File: src/design/ufc_pkg.sv
`timescale 1ns / 1ps
// ----------------------------------------------------------------------------
// ufc_pkg: shared types and constants of the frame checker
// Frame layout constants, status codes, queue entry and result item types,
// and the byte-wise CRC-16/CCITT update.
// ----------------------------------------------------------------------------
package ufc_pkg;

   localparam int unsigned MAX_FRAME_BYTES_DEF = 255;
   localparam int unsigned QUEUE_DEPTH_DEF     = 4;
   // largest frame whose payload count still fits in eight bits
   localparam int unsigned PAYLOAD_LIMIT_FRAME = 264;

   localparam int unsigned LEN_FIELD_BYTES = 2;   // bytes 0..1
   localparam int unsigned BUS_END_INDEX   = 6;   // bus id is bytes 2..5
   localparam int unsigned ADDR_INDEX      = 6;
   localparam int unsigned OVERHEAD_BYTES  = 9;   // header, address and crc

   localparam logic [15:0] CRC_INIT = 16'hFFFF;

   typedef enum logic [1:0] {
      ST_OK        = 2'd0,
      ST_TOO_SHORT = 2'd1,
      ST_LEN_ERR   = 2'd2,
      ST_CRC_ERR   = 2'd3
   } frame_status_type;

   typedef enum logic {
      KIND_PAYLOAD = 1'b0,
      KIND_STATUS  = 1'b1
   } item_kind_type;

   // one queue word: what a single received byte produces
   typedef struct packed {
      logic             has_pay;
      logic [7:0]       pay_byte;
      logic             has_stat;
      logic [31:0]      bus_ident;
      logic [7:0]       node_address;
      logic [7:0]       payload_count;
      frame_status_type frame_status;
   } queue_entry_type;

   typedef struct packed {
      item_kind_type    item_kind;
      logic [7:0]       payload_byte;
      logic [31:0]      bus_ident;
      logic [7:0]       node_address;
      logic [7:0]       payload_count;
      frame_status_type frame_status;
      logic             run_last;
   } rsp_item_type;

   // CRC-16/CCITT (poly 0x1021, msb first), one byte
   function automatic logic [15:0] crc_byte(input logic [15:0] crc, input logic [7:0] b);
      logic [7:0] x;
      x = crc[15:8] ^ b;
      x = x ^ (x >> 4);
      return {crc[7:0], 8'h00} ^ {x[3:0], 12'h000} ^ {3'b000, x, 5'b00000}
             ^ {8'h00, x};
   endfunction

endpackage

File: src/design/ufc_front.sv
`timescale 1ns / 1ps
// ----------------------------------------------------------------------------
// ufc_front: byte parser and checker
// Tracks the byte position, the running CRC and the header fields, and turns
// each accepted byte that carries delayed payload or ends a frame into one queue word.
// ----------------------------------------------------------------------------
module ufc_front
   import ufc_pkg::*;
#(
   parameter int unsigned MAX_FRAME_BYTES = MAX_FRAME_BYTES_DEF
) (
   input  logic            clock,
   input  logic            reset,
   input  logic            accept,
   input  logic [7:0]      rx_byte,
   input  logic            frame_end,
   output logic            entry_push,
   output queue_entry_type entry
);

   localparam int unsigned CAP =
      (MAX_FRAME_BYTES < PAYLOAD_LIMIT_FRAME) ? MAX_FRAME_BYTES : PAYLOAD_LIMIT_FRAME;
   localparam int unsigned IDX_W = $clog2(CAP + 2);

   logic [IDX_W-1:0] idx_ff, idx_in;
   logic [15:0]      crc_ff, crc_in;
   logic [15:0]      len_ff, len_in;
   logic [31:0]      bus_ff, bus_in;
   logic [7:0]       addr_ff, addr_in;
   logic [7:0]       dly0_ff, dly1_ff;

   logic [15:0]      idx16;
   frame_status_type status;

   assign idx16 = 16'(idx_ff);

   always_comb begin
      crc_in  = (idx16 >= 16'(LEN_FIELD_BYTES)) ? crc_byte(crc_ff, dly1_ff) : crc_ff;
      len_in  = (idx16 < 16'(LEN_FIELD_BYTES)) ? {len_ff[7:0], rx_byte} : len_ff;
      bus_in  = bus_ff;
      addr_in = addr_ff;
      if (idx16 >= 16'(LEN_FIELD_BYTES) && idx16 < 16'(BUS_END_INDEX)) begin
         bus_in = {bus_ff[23:0], rx_byte};
      end
      if (idx16 == 16'(ADDR_INDEX)) begin
         addr_in = rx_byte;
      end
      if (frame_end && idx_ff == '0) begin
         idx_in = idx_ff;
      end else begin
         idx_in = (idx_ff <= IDX_W'(CAP)) ? idx_ff + 1'b1 : idx_ff;
      end
   end

   // check order: single byte, length, crc, short frame
   always_comb begin
      if (idx_ff == '0) begin
         status = ST_TOO_SHORT;
      end else if (idx_ff >= IDX_W'(CAP) || (idx16 - 16'd1) != len_in) begin
         status = ST_LEN_ERR;
      end else if ({dly0_ff, rx_byte} != crc_in) begin
         status = ST_CRC_ERR;
      end else if (idx16 < 16'(OVERHEAD_BYTES - 1)) begin
         status = ST_TOO_SHORT;
      end else begin
         status = ST_OK;
      end
   end

   always_comb begin
      entry.has_pay       = idx16 >= 16'(OVERHEAD_BYTES);
      entry.pay_byte      = dly1_ff;
      entry.has_stat      = frame_end;
      entry.frame_status  = status;
      entry.bus_ident     = (status == ST_OK) ? bus_ff  : '0;
      entry.node_address  = (status == ST_OK) ? addr_ff : '0;
      entry.payload_count = (status == ST_OK) ? 8'(idx16 - 16'(OVERHEAD_BYTES - 1)) : '0;
      entry_push          = accept && (entry.has_pay || frame_end);
   end

   always_ff @(posedge clock) begin
      if (reset) begin
         idx_ff <= '0;
         crc_ff <= CRC_INIT;
      end else if (accept) begin
         if (frame_end) begin
            idx_ff <= '0;
            crc_ff <= CRC_INIT;
         end else begin
            idx_ff <= idx_in;
            crc_ff <= crc_in;
         end
      end
   end

   always_ff @(posedge clock) begin
      if (accept) begin
         len_ff  <= len_in;
         bus_ff  <= bus_in;
         addr_ff <= addr_in;
         dly0_ff <= rx_byte;
         dly1_ff <= dly0_ff;
      end
   end

`ifndef SYNTHESIS
   // byte counter saturates one above the cap
   a_idx_cap: assert property (@(posedge clock) disable iff (reset)
      idx_ff <= IDX_W'(CAP + 1))
      else $error("ufc_front: byte index past saturation");
`endif

endmodule

File: src/design/ufc_queue.sv
`timescale 1ns / 1ps
// ----------------------------------------------------------------------------
// ufc_queue: short word queue between front and back
// Circular buffer with a fill count; head word is shown while not empty.
// ----------------------------------------------------------------------------
module ufc_queue
   import ufc_pkg::*;
#(
   parameter int unsigned DEPTH = QUEUE_DEPTH_DEF
) (
   input  logic            clock,
   input  logic            reset,
   input  logic            wr_en,
   input  queue_entry_type wr_data,
   output logic            q_full,
   input  logic            rd_en,
   output logic            rd_valid,
   output queue_entry_type rd_data
);

   localparam int unsigned PTR_W = (DEPTH > 1) ? $clog2(DEPTH) : 1;
   localparam int unsigned CNT_W = $clog2(DEPTH + 1);

   queue_entry_type  mem [DEPTH];
   logic [PTR_W-1:0] wptr_ff, rptr_ff;
   logic [CNT_W-1:0] count_ff;
   logic             do_wr, do_rd;

   assign q_full   = count_ff == CNT_W'(DEPTH);
   assign rd_valid = count_ff != '0;
   assign rd_data  = mem[rptr_ff];
   assign do_wr    = wr_en && !q_full;
   assign do_rd    = rd_en && rd_valid;

   function automatic logic [PTR_W-1:0] ptr_next(input logic [PTR_W-1:0] p);
      return (p == PTR_W'(DEPTH - 1)) ? '0 : p + 1'b1;
   endfunction

   always_ff @(posedge clock) begin
      if (do_wr) begin
         mem[wptr_ff] <= wr_data;
      end
   end

   always_ff @(posedge clock) begin
      if (reset) begin
         wptr_ff  <= '0;
         rptr_ff  <= '0;
         count_ff <= '0;
      end else begin
         if (do_wr) wptr_ff <= ptr_next(wptr_ff);
         if (do_rd) rptr_ff <= ptr_next(rptr_ff);
         if (do_wr && !do_rd) begin
            count_ff <= count_ff + 1'b1;
         end else if (do_rd && !do_wr) begin
            count_ff <= count_ff - 1'b1;
         end
      end
   end

`ifndef SYNTHESIS
   a_count_range: assert property (@(posedge clock) disable iff (reset)
      count_ff <= CNT_W'(DEPTH))
      else $error("ufc_queue: fill count above depth");
`endif

endmodule

File: src/design/ufc_back.sv
`timescale 1ns / 1ps
// ----------------------------------------------------------------------------
// ufc_back: result sequencer with output register
// Expands each queue word into a payload item, a status item, or both in
// that order, and holds the current result until it is popped.
// ----------------------------------------------------------------------------
module ufc_back
   import ufc_pkg::*;
(
   input  logic            clock,
   input  logic            reset,
   input  logic            q_valid,
   input  queue_entry_type q_entry,
   output logic            q_rd,
   input  logic            pop,
   output logic            empty,
   output rsp_item_type    rsp
);

   logic         out_vld_ff, out_vld_in;
   logic         pay_done_ff, pay_done_in;
   rsp_item_type out_ff, out_in;
   logic         load, emit_pay;

   assign load     = q_valid && (!out_vld_ff || pop);
   assign emit_pay = q_entry.has_pay && !pay_done_ff;
   assign q_rd     = load && !(emit_pay && q_entry.has_stat);
   assign empty    = !out_vld_ff;
   assign rsp      = out_ff;

   always_comb begin
      out_in.item_kind     = emit_pay ? KIND_PAYLOAD : KIND_STATUS;
      out_in.payload_byte  = emit_pay ? q_entry.pay_byte : '0;
      out_in.bus_ident     = emit_pay ? '0 : q_entry.bus_ident;
      out_in.node_address  = emit_pay ? '0 : q_entry.node_address;
      out_in.payload_count = emit_pay ? '0 : q_entry.payload_count;
      out_in.frame_status  = emit_pay ? ST_OK : q_entry.frame_status;
      out_in.run_last      = !emit_pay;
      if (load) begin
         out_vld_in  = 1'b1;
         pay_done_in = emit_pay && q_entry.has_stat;
      end else begin
         out_vld_in  = out_vld_ff && !pop;
         pay_done_in = pay_done_ff;
      end
   end

   always_ff @(posedge clock) begin
      if (reset) begin
         out_vld_ff  <= 1'b0;
         pay_done_ff <= 1'b0;
      end else begin
         out_vld_ff  <= out_vld_in;
         pay_done_ff <= pay_done_in;
      end
   end

   always_ff @(posedge clock) begin
      if (load) begin
         out_ff <= out_in;
      end
   end

`ifndef SYNTHESIS
   // a half-served word stays at the head until its status goes out
   a_pay_done_head: assert property (@(posedge clock) disable iff (reset)
      pay_done_ff |-> (q_valid && q_entry.has_pay && q_entry.has_stat))
      else $error("ufc_back: split word lost from queue head");

   a_status_after_pay: assert property (@(posedge clock) disable iff (reset)
      (load && emit_pay && q_entry.has_stat) |=> (pay_done_ff && !q_rd ||
         pay_done_ff && q_rd && out_in.item_kind == KIND_STATUS))
      else $error("ufc_back: status item not next after payload");
`endif

endmodule

File: src/design/udp_frame_checker_crc16_unit.sv
`timescale 1ns / 1ps
// ----------------------------------------------------------------------------
// udp_frame_checker_crc16_unit: byte-serial frame checker with CRC-16/CCITT
// Path: a result reaches the rsp ports through the queue and then the output
//   register; a status item sharing a word with payload follows that payload item.
// Throughput: one byte per cycle while not full, one result per cycle; full rises only while
//   the front-to-back queue is full under a stalled consumer.
// Reset: synchronous; empties the queue and output register, restarts framing.
// ----------------------------------------------------------------------------
module udp_frame_checker_crc16_unit
   import ufc_pkg::*;
#(
   // frames longer than this report a length mismatch
   parameter int unsigned MAX_FRAME_BYTES = MAX_FRAME_BYTES_DEF,
   // words buffered between the parser and the result sequencer
   parameter int unsigned QUEUE_DEPTH     = QUEUE_DEPTH_DEF
) (
   input  logic        clock,
   input  logic        reset,
   // input side
   input  logic        push,
   output logic        full,
   input  logic [7:0]  req_rx_byte,
   input  logic        req_frame_end,
   // result side
   output logic        empty,
   input  logic        pop,
   output logic        rsp_item_kind,
   output logic [7:0]  rsp_payload_byte,
   output logic [31:0] rsp_bus_ident,
   output logic [7:0]  rsp_node_address,
   output logic [7:0]  rsp_payload_count,
   output logic [1:0]  rsp_frame_status,
   output logic        rsp_run_last
);

   // The front parses every byte in the cycle it is accepted: byte position,
   // CRC over the byte leaving the two-byte delay line, header capture, and at
   // the frame's last byte the full status decision. Its word goes into the
   // queue; the back drains the queue into a single output register, so a
   // stalled consumer only backs up the queue and never the parser directly.

   logic            q_full;
   logic            accept;
   logic            entry_push;
   queue_entry_type entry;
   logic            q_valid;
   logic            q_rd;
   queue_entry_type q_head;
   rsp_item_type    rsp;

   assign full   = q_full;
   assign accept = push && !q_full;

   ufc_front #(
      .MAX_FRAME_BYTES (MAX_FRAME_BYTES)
   ) u_front (
      .clock      (clock),
      .reset      (reset),
      .accept     (accept),
      .rx_byte    (req_rx_byte),
      .frame_end  (req_frame_end),
      .entry_push (entry_push),
      .entry      (entry)
   );

   ufc_queue #(
      .DEPTH (QUEUE_DEPTH)
   ) u_queue (
      .clock    (clock),
      .reset    (reset),
      .wr_en    (entry_push),
      .wr_data  (entry),
      .q_full   (q_full),
      .rd_en    (q_rd),
      .rd_valid (q_valid),
      .rd_data  (q_head)
   );

   ufc_back u_back (
      .clock   (clock),
      .reset   (reset),
      .q_valid (q_valid),
      .q_entry (q_head),
      .q_rd    (q_rd),
      .pop     (pop),
      .empty   (empty),
      .rsp     (rsp)
   );

   // result fields straight from the output register
   assign rsp_item_kind     = rsp.item_kind;
   assign rsp_payload_byte  = rsp.payload_byte;
   assign rsp_bus_ident     = rsp.bus_ident;
   assign rsp_node_address  = rsp.node_address;
   assign rsp_payload_count = rsp.payload_count;
   assign rsp_frame_status  = rsp.frame_status;
   assign rsp_run_last      = rsp.run_last;

endmodule
File: config.mk
export PLATFORM = sky130hd
export DESIGN_NAME = udp_frame_checker_crc16_unit
export DESIGN_NICKNAME = d
export VERILOG_FILES = /design/src/design/ufc_pkg.sv /design/src/design/ufc_front.sv /design/src/design/ufc_queue.sv /design/src/design/ufc_back.sv /design/src/design/udp_frame_checker_crc16_unit.sv
export SDC_FILE = /design/constraint.sdc
export NUM_CORES = 1
export LEC_CHECK = 0
export ABC_AREA = 1
export BUFFER_PORTS_ARGS = -buffer_cell sky130_fd_sc_hd__buf_2
export CORE_UTILIZATION = 55
export CTS_CLUSTER_SIZE = 40
export DETAILED_ROUTE_END_ITERATION = 16
export PLACE_DENSITY = 0.75
export SLEW_MARGIN = 10
export SYNTH_ARGS = -nofsm -noshare
export SYNTH_HDL_FRONTEND = slang
export SYNTH_SLANG_ARGS = --single-unit
File: constraint.sdc
create_clock -name clock -period 5.05 [get_ports clock]
set_clock_uncertainty 0.2 [all_clocks]
set_input_delay 0.2525 -clock clock [delete_from_list [all_inputs] [get_ports clock]]
set_output_delay 0.2525 -clock clock [all_outputs]
set_load 0.05 [all_outputs]
==> results of run 1 <==
## kinds of logic after synthesis
logic type / count (synthesis) / synth area share (%)
and+or+nand+nor: 594 / 14.7
DFF: 407 / 69.4
buffers and inverters: 246 / 5.87
AOI/OAI and AO/OA: 244 / 7.91
xor gates and xnor gates: 20 / 1.02
adders and majority gates: 15 / 1.14
## sequential cells by signal, indices dropped and copies added, names as in the netlist, 9 cells and up, named ones only
register        cells
u_queue.mem       240
u_front.len_ff     16
u_back.rsp         59
u_front.idx_ff      9
u_front.bus_ff     32
u_front.crc_ff     16
## per-stage QoR
step / worst slack (ns) / hold slack, ns / util, %
2_1_floorplan: 0.165 / 0.122 / -
3_3_place_gp: 1.21 / 0.232 / 58.4
3_5_place_dp: 1.11 / 0.239 / 58.4
5_1_grt: 0.768 / 0.269 / 63.3
6_report: 1.01 / 0.254 / 63.3
4_1_cts: 1.09 / 0.243 / 63.3
## final timing paths
check	from	end
worst max-delay path	u_front.idx_ff[3]	u_queue.mem[2][28]
worst min-delay path	u_front.bus_ff[21]	u_front.bus_ff[29]
worst max register to register	u_front.idx_ff[3]	u_queue.mem[2][28]
worst min register to register	u_front.bus_ff[21]	u_front.bus_ff[29]
## where the power goes
part | switching, W | internal [W]
logic | 0.00252 | 0.000766
registers | 0.000185 | 0.00434
clock network | 0.00123 | 0.00182
## critical path, stage by stage (launching register included)
cell and delay, ns:
dfxtp_1 0.50, inv_1 0.18, ha_1 0.25, inv_1 0.11, nor2_4 0.07, nor2_8 0.51, o21ai_0 0.23, or2_2 0.32
nand3_1 0.09, nor2_1 0.05, nand2_1 0.09, nor2_2 0.06, nand4_4 0.08, buf_4 0.71, nor2_1 0.22
## cells in the final DEF (no fill, tap or decap), types with 4 or more instances in the layout
cell type	netlist	final
a21oi_1	24	24
buf_2	1	74
buf_4	2	19
bufinv_16	0	4
clkbuf_1	48	10
clkbuf_16	0	43
clkinv_2	0	9
dfxtp_1	36	34
dlygate4sd3_1	0	12
edfxtp_1	371	371
ha_1	14	14
inv_1	180	179
inv_2	4	5
nand2_1	291	291
nand3_1	54	54
nand4_1	6	6
nor2_1	201	195
nor2_2	13	13
nor2_4	13	19
nor3_1	6	5
o211ai_1	16	16
o21ai_0	139	139
o21ai_1	6	6
o22ai_1	51	51
xnor2_1	6	6
xor2_1	14	14
## area by class of cell
type | instances | area [um^2]
sequential | 407 | 11900
fill | 2353 | 11200
multi-input combinational | 873 | 4310
clock buffer | 56 | 1150
inverter | 184 | 691
timing repair buffer | 105 | 633
tap | 396 | 495
clock inverter | 20 | 225
## per-layer routing
layer / track usage [%] / up-vias / part of all wire (%)
met5: 0 / - / 0
met4: 8.12 / 0 / 2.5
met3: 2.79 / 58 / 5.8
met2: 39.5 / 350 / 50
met1: 29.6 / 5330 / 42
li1: - / 5363 / -
==> flow_summary.ini, run 1 <==
[run_status]
outcome = completed

[placement]
port_buffers = 74
dp_hpwl_um = 21400
gp_congestion = 0.849
place_area_mm2 = 0.0179
dp_cells = 1953

[sta]
rsz0062_at_grt = false
worstMarginPinSlew_ns = 1.24
setup-tns-final_ns = 0
hold_viol = 0
layout_worst_path_cycle_share_pct = 80.0
fin_crit_ns = 4.04
finalMaxSlewViolations = 0
max_freq_ghz = 0.248
slew_headroom_pct = 17.6
setup_viol = 0

[yosys]
synth.most_common_cell = edfxtp_1
yosysWarnings = 0
synthCells = 1526
seq_area_frac_synth_pct = 69.4
yosys_register_bits = 407
async_flop_share_pct = 0
yosys.area.top_type_share_pct = 65.1
yosys.area.top_type = edfxtp_1
syn_area_mm2 = 0.0171
synthFlopType = edfxtp_1
syn_area_per_cell_um2 = 11.2
yosys.cell_types.count = 38
yosys-top-cells-area = edfxtp_1, nand2_1, nor2_1
synth-edff-count = 371
syn_nets = 1554
netlist_top_cells_count = edfxtp_1, nand2_1, nor2_1

[cells_and_area]
final_cells = 2041
diodes = 0
drive_gt1_share_pct = 12.6
design_area_mm2 = 0.0194
fin_nets = 1641
area_growth_pct = 13.3

[detailed_routing]
drc = 0
via_per_inst = 5.44
routed_wl_um = 35400
vias = 11100
drt_iter0_drc = 946
routedWlPerCell_um = 17.3
first_pass_iters = 7
ant_nets = 0

[cts]
h-tree-depth = 2
clock-sinks = 407
insertion_delay_ns = 0.53
post_cts_resized = 0
numCtsBuffers = 42
cts_hold_buf = 12
clockBufferDepth = 3
cts-root-buf = clkbuf_16
cts_tree = yes
cts_setup_buffers = 0
clkTransAtPathRegs_ns = 0.06

[pwr]
powerDensity_mw_per_mm2 = 561
power.leakage_nw = 7.93
total_power_w = 0.0109
ir_worst_vdd_uv = 278

[die]
die_h_um = 178
die_w_um = 178
io_pins = 75
start_util_pct = 55.9
fp-row-count = 64
core_area_mm2 = 0.0306
dieArea_mm2 = 0.0318

[worst_setup_path]
ff2ff_path_depth = 14
critical_path_required_ns = 5.07
cp-end-kind = flop
crit_path_start_kind = flop
cp_max_fo = 48
r2r_slack_ns = 1.01
path_class = flop to flop
cp_data_arrival_time_ns = 4.06

[global_route]
grt_pass1_vias = 10700
antenna_found_initial = 0
grt-ovfl-total = 0
grt.total_usage_pct = 22.8
grt_pass1_wl_um = 55500
grt_start_max_net_pins = 118

[flow_run]
max_cap_violations = 0

[hold_path]
hold_path_depth = 0
hp-class = flop to flop
No activity file was read; power rests on OpenSTA's default activity.
==> run 2: changes to the inputs <==
Settings changed: CORE_UTILIZATION 55 to 56, PLACE_DENSITY 0.75 to 0.74.
Clock period 5.05 ns to 4 ns, I/O delays scaled along.
==> flow_summary.ini, run 2 (synthesized netlist as in run 1, its figures left out) <==
[die]
core_area_mm2 = 0.0299
die_w_um = 177
dieArea_mm2 = 0.0312
die_h_um = 177
fp-row-count = 63
io_pins = 75
start_util_pct = 57.2

[cells_and_area]
fin_util_pct = 64.8
drive_gt1_share_pct = 12.2
area_growth_pct = 13.2
design_area_mm2 = 0.0194
top_register = u_queue.mem
diodes = 0
final_common_cell = edfxtp_1
largest_reg_flops = 240
mostFrequentLayoutCells = edfxtp_1, nand2_1, nor2_1, inv_1, o21ai_0
fill_cells = 2243
fin_nets = 1640
multiInputGateArea_mm2 = 0.00430
seq_area_mm2 = 0.0119

[detailed_routing]
routedWlPerCell_um = 17.0
vias = 11200
via_per_inst = 5.50
drt_iter0_drc = 936
drc = 0
first_pass_iters = 7
ant_nets = 0
routed_wl_um = 34700

[run_status]
outcome = completed

[cts]
cts_tree = yes
numCtsBuffers = 42
h-tree-depth = 2
post_cts_resized = 0
clkTransAtPathRegs_ns = 0.06
clock-sinks = 407
cts-root-buf = clkbuf_16
insertion_delay_ns = 0.53
clockBufferDepth = 3

[global_route]
grt.total_usage_pct = 22.7
grt_start_max_net_pins = 109
grt_pass1_wl_um = 55000
grt-ovfl-total = 0
antenna_found_initial = 0
grt_pass1_vias = 10800

[sta]
slew_headroom_pct = 28.8
fin_crit_ns = 3.64
max_freq_ghz = 0.275
rsz0062_at_grt = false
worstMarginPinSlew_ns = 1.07
layout_setup_ws_ns = 0.360
layout_worst_path_cycle_share_pct = 91.0
finalMaxSlewViolations = 0
setup_viol = 0
hold_slack_ns = 0.200
hold_viol = 0

[worst_setup_path]
cp_data_arrival_time_ns = 3.76
crit_path_start_kind = flop
critical_path_required_ns = 4.12
r2r_start = u_front.idx_ff[3]
cp_max_fo = 44
path_class = flop to flop
crit_path_start = u_front.idx_ff[3]
cp-end-kind = flop

[pwr]
internal_power_w = 0.00863
total_power_w = 0.0136
switching_share_pct = 36.4
p_comb_share_pct = 30.5
power.leakage_nw = 7.91
p_clk_share_pct = 27.4
power_frac_seq_pct = 42.1
p_sw_w = 0.00494
ir_worst_vdd_uv = 346
powerDensity_mw_per_mm2 = 701

[hold_path]
min-delay-start = push
hp-class = primary input to flop

[placement]
pre_cts_ws_ns = 0.425
gp_congestion = 0.879
dp_hpwl_um = 20500
port_buffers = 74
place_area_mm2 = 0.0179

[flow_run]
max_cap_violations = 0
==> run 2: repair_timing <==
item | CTS | global route
setup buffers | 0 | 0
hold endpoints to repair | 41 | 0
hold buffers | 12 | 0
setup endpoints to repair | 0 | 0
==> run 2: critical path, cell delays in order, from the launching register on <==
cell     delay, ns
dfxtp_1       0.50
inv_1         0.18
ha_1          0.25
inv_1         0.11
nor2_4        0.07
nor2_8        0.50
nand2_1       0.17
nand2_1       0.12
nand2_1       0.05
nand2_1       0.08
nand3_1       0.08
nor2_1        0.09
nand3_1       0.11
nor2_2        0.23
nand4_4       0.14
buf_4         0.26
nor2_1        0.26
==> run 2: path summary, 6_finish.rpt <==
kind | to | slack (ns) | cells after the start
max | u_queue.mem[3][16] | 0.36 | 16
min | u_front.crc_ff[9] | 0.20 | 5
max reg2reg | u_queue.mem[3][16] | 0.36 | 16
min reg2reg | u_front.bus_ff[17] | 0.25 | 0
==> run 2: layout make-up <==
type                            count  share of cell area (%)
Clock inverter                     23                    1.00
Multi-Input combinational cell    873                    22.2
Timing Repair Buffer              104                    3.56
Clock buffer                       53                    5.81
Sequential cell                   407                    61.3
Inverter                          184                    3.57
Tap cell                          390                    2.52
==> run 2: metrics by stage <==
stage	instances	setup TNS [ns]
2_1_floorplan	1526	-119.93
3_3_place_gp	1946	0
3_5_place_dp	1946	0
4_1_cts	2034	0
5_1_grt	2034	0
6_report	2034	0
==> run 2: per-layer routing <==
layer / global-route usage (%) / wire length [um]
met5: 0 / 0
met2: 38.7 / 17200
met3: 3.09 / 1920
met4: 8.55 / 979
met1: 29.6 / 14600
==> run 2: power groups by stage <==
| stage | registers (W) | logic [W] | clock network [W] |
|---|---|---|---|
| 3_3_place_gp | 0.00579 | 0.00406 | 0 |
| 3_5_place_dp | 0.00580 | 0.00414 | 0 |
| 2_1_floorplan | 0.00689 | 0.00203 | 0 |
| 6_report | 0.00571 | 0.00414 | 0.00372 |
| 5_1_grt | 0.00578 | 0.00455 | 0.00395 |
| 4_1_cts | 0.00572 | 0.00416 | 0.00378 |
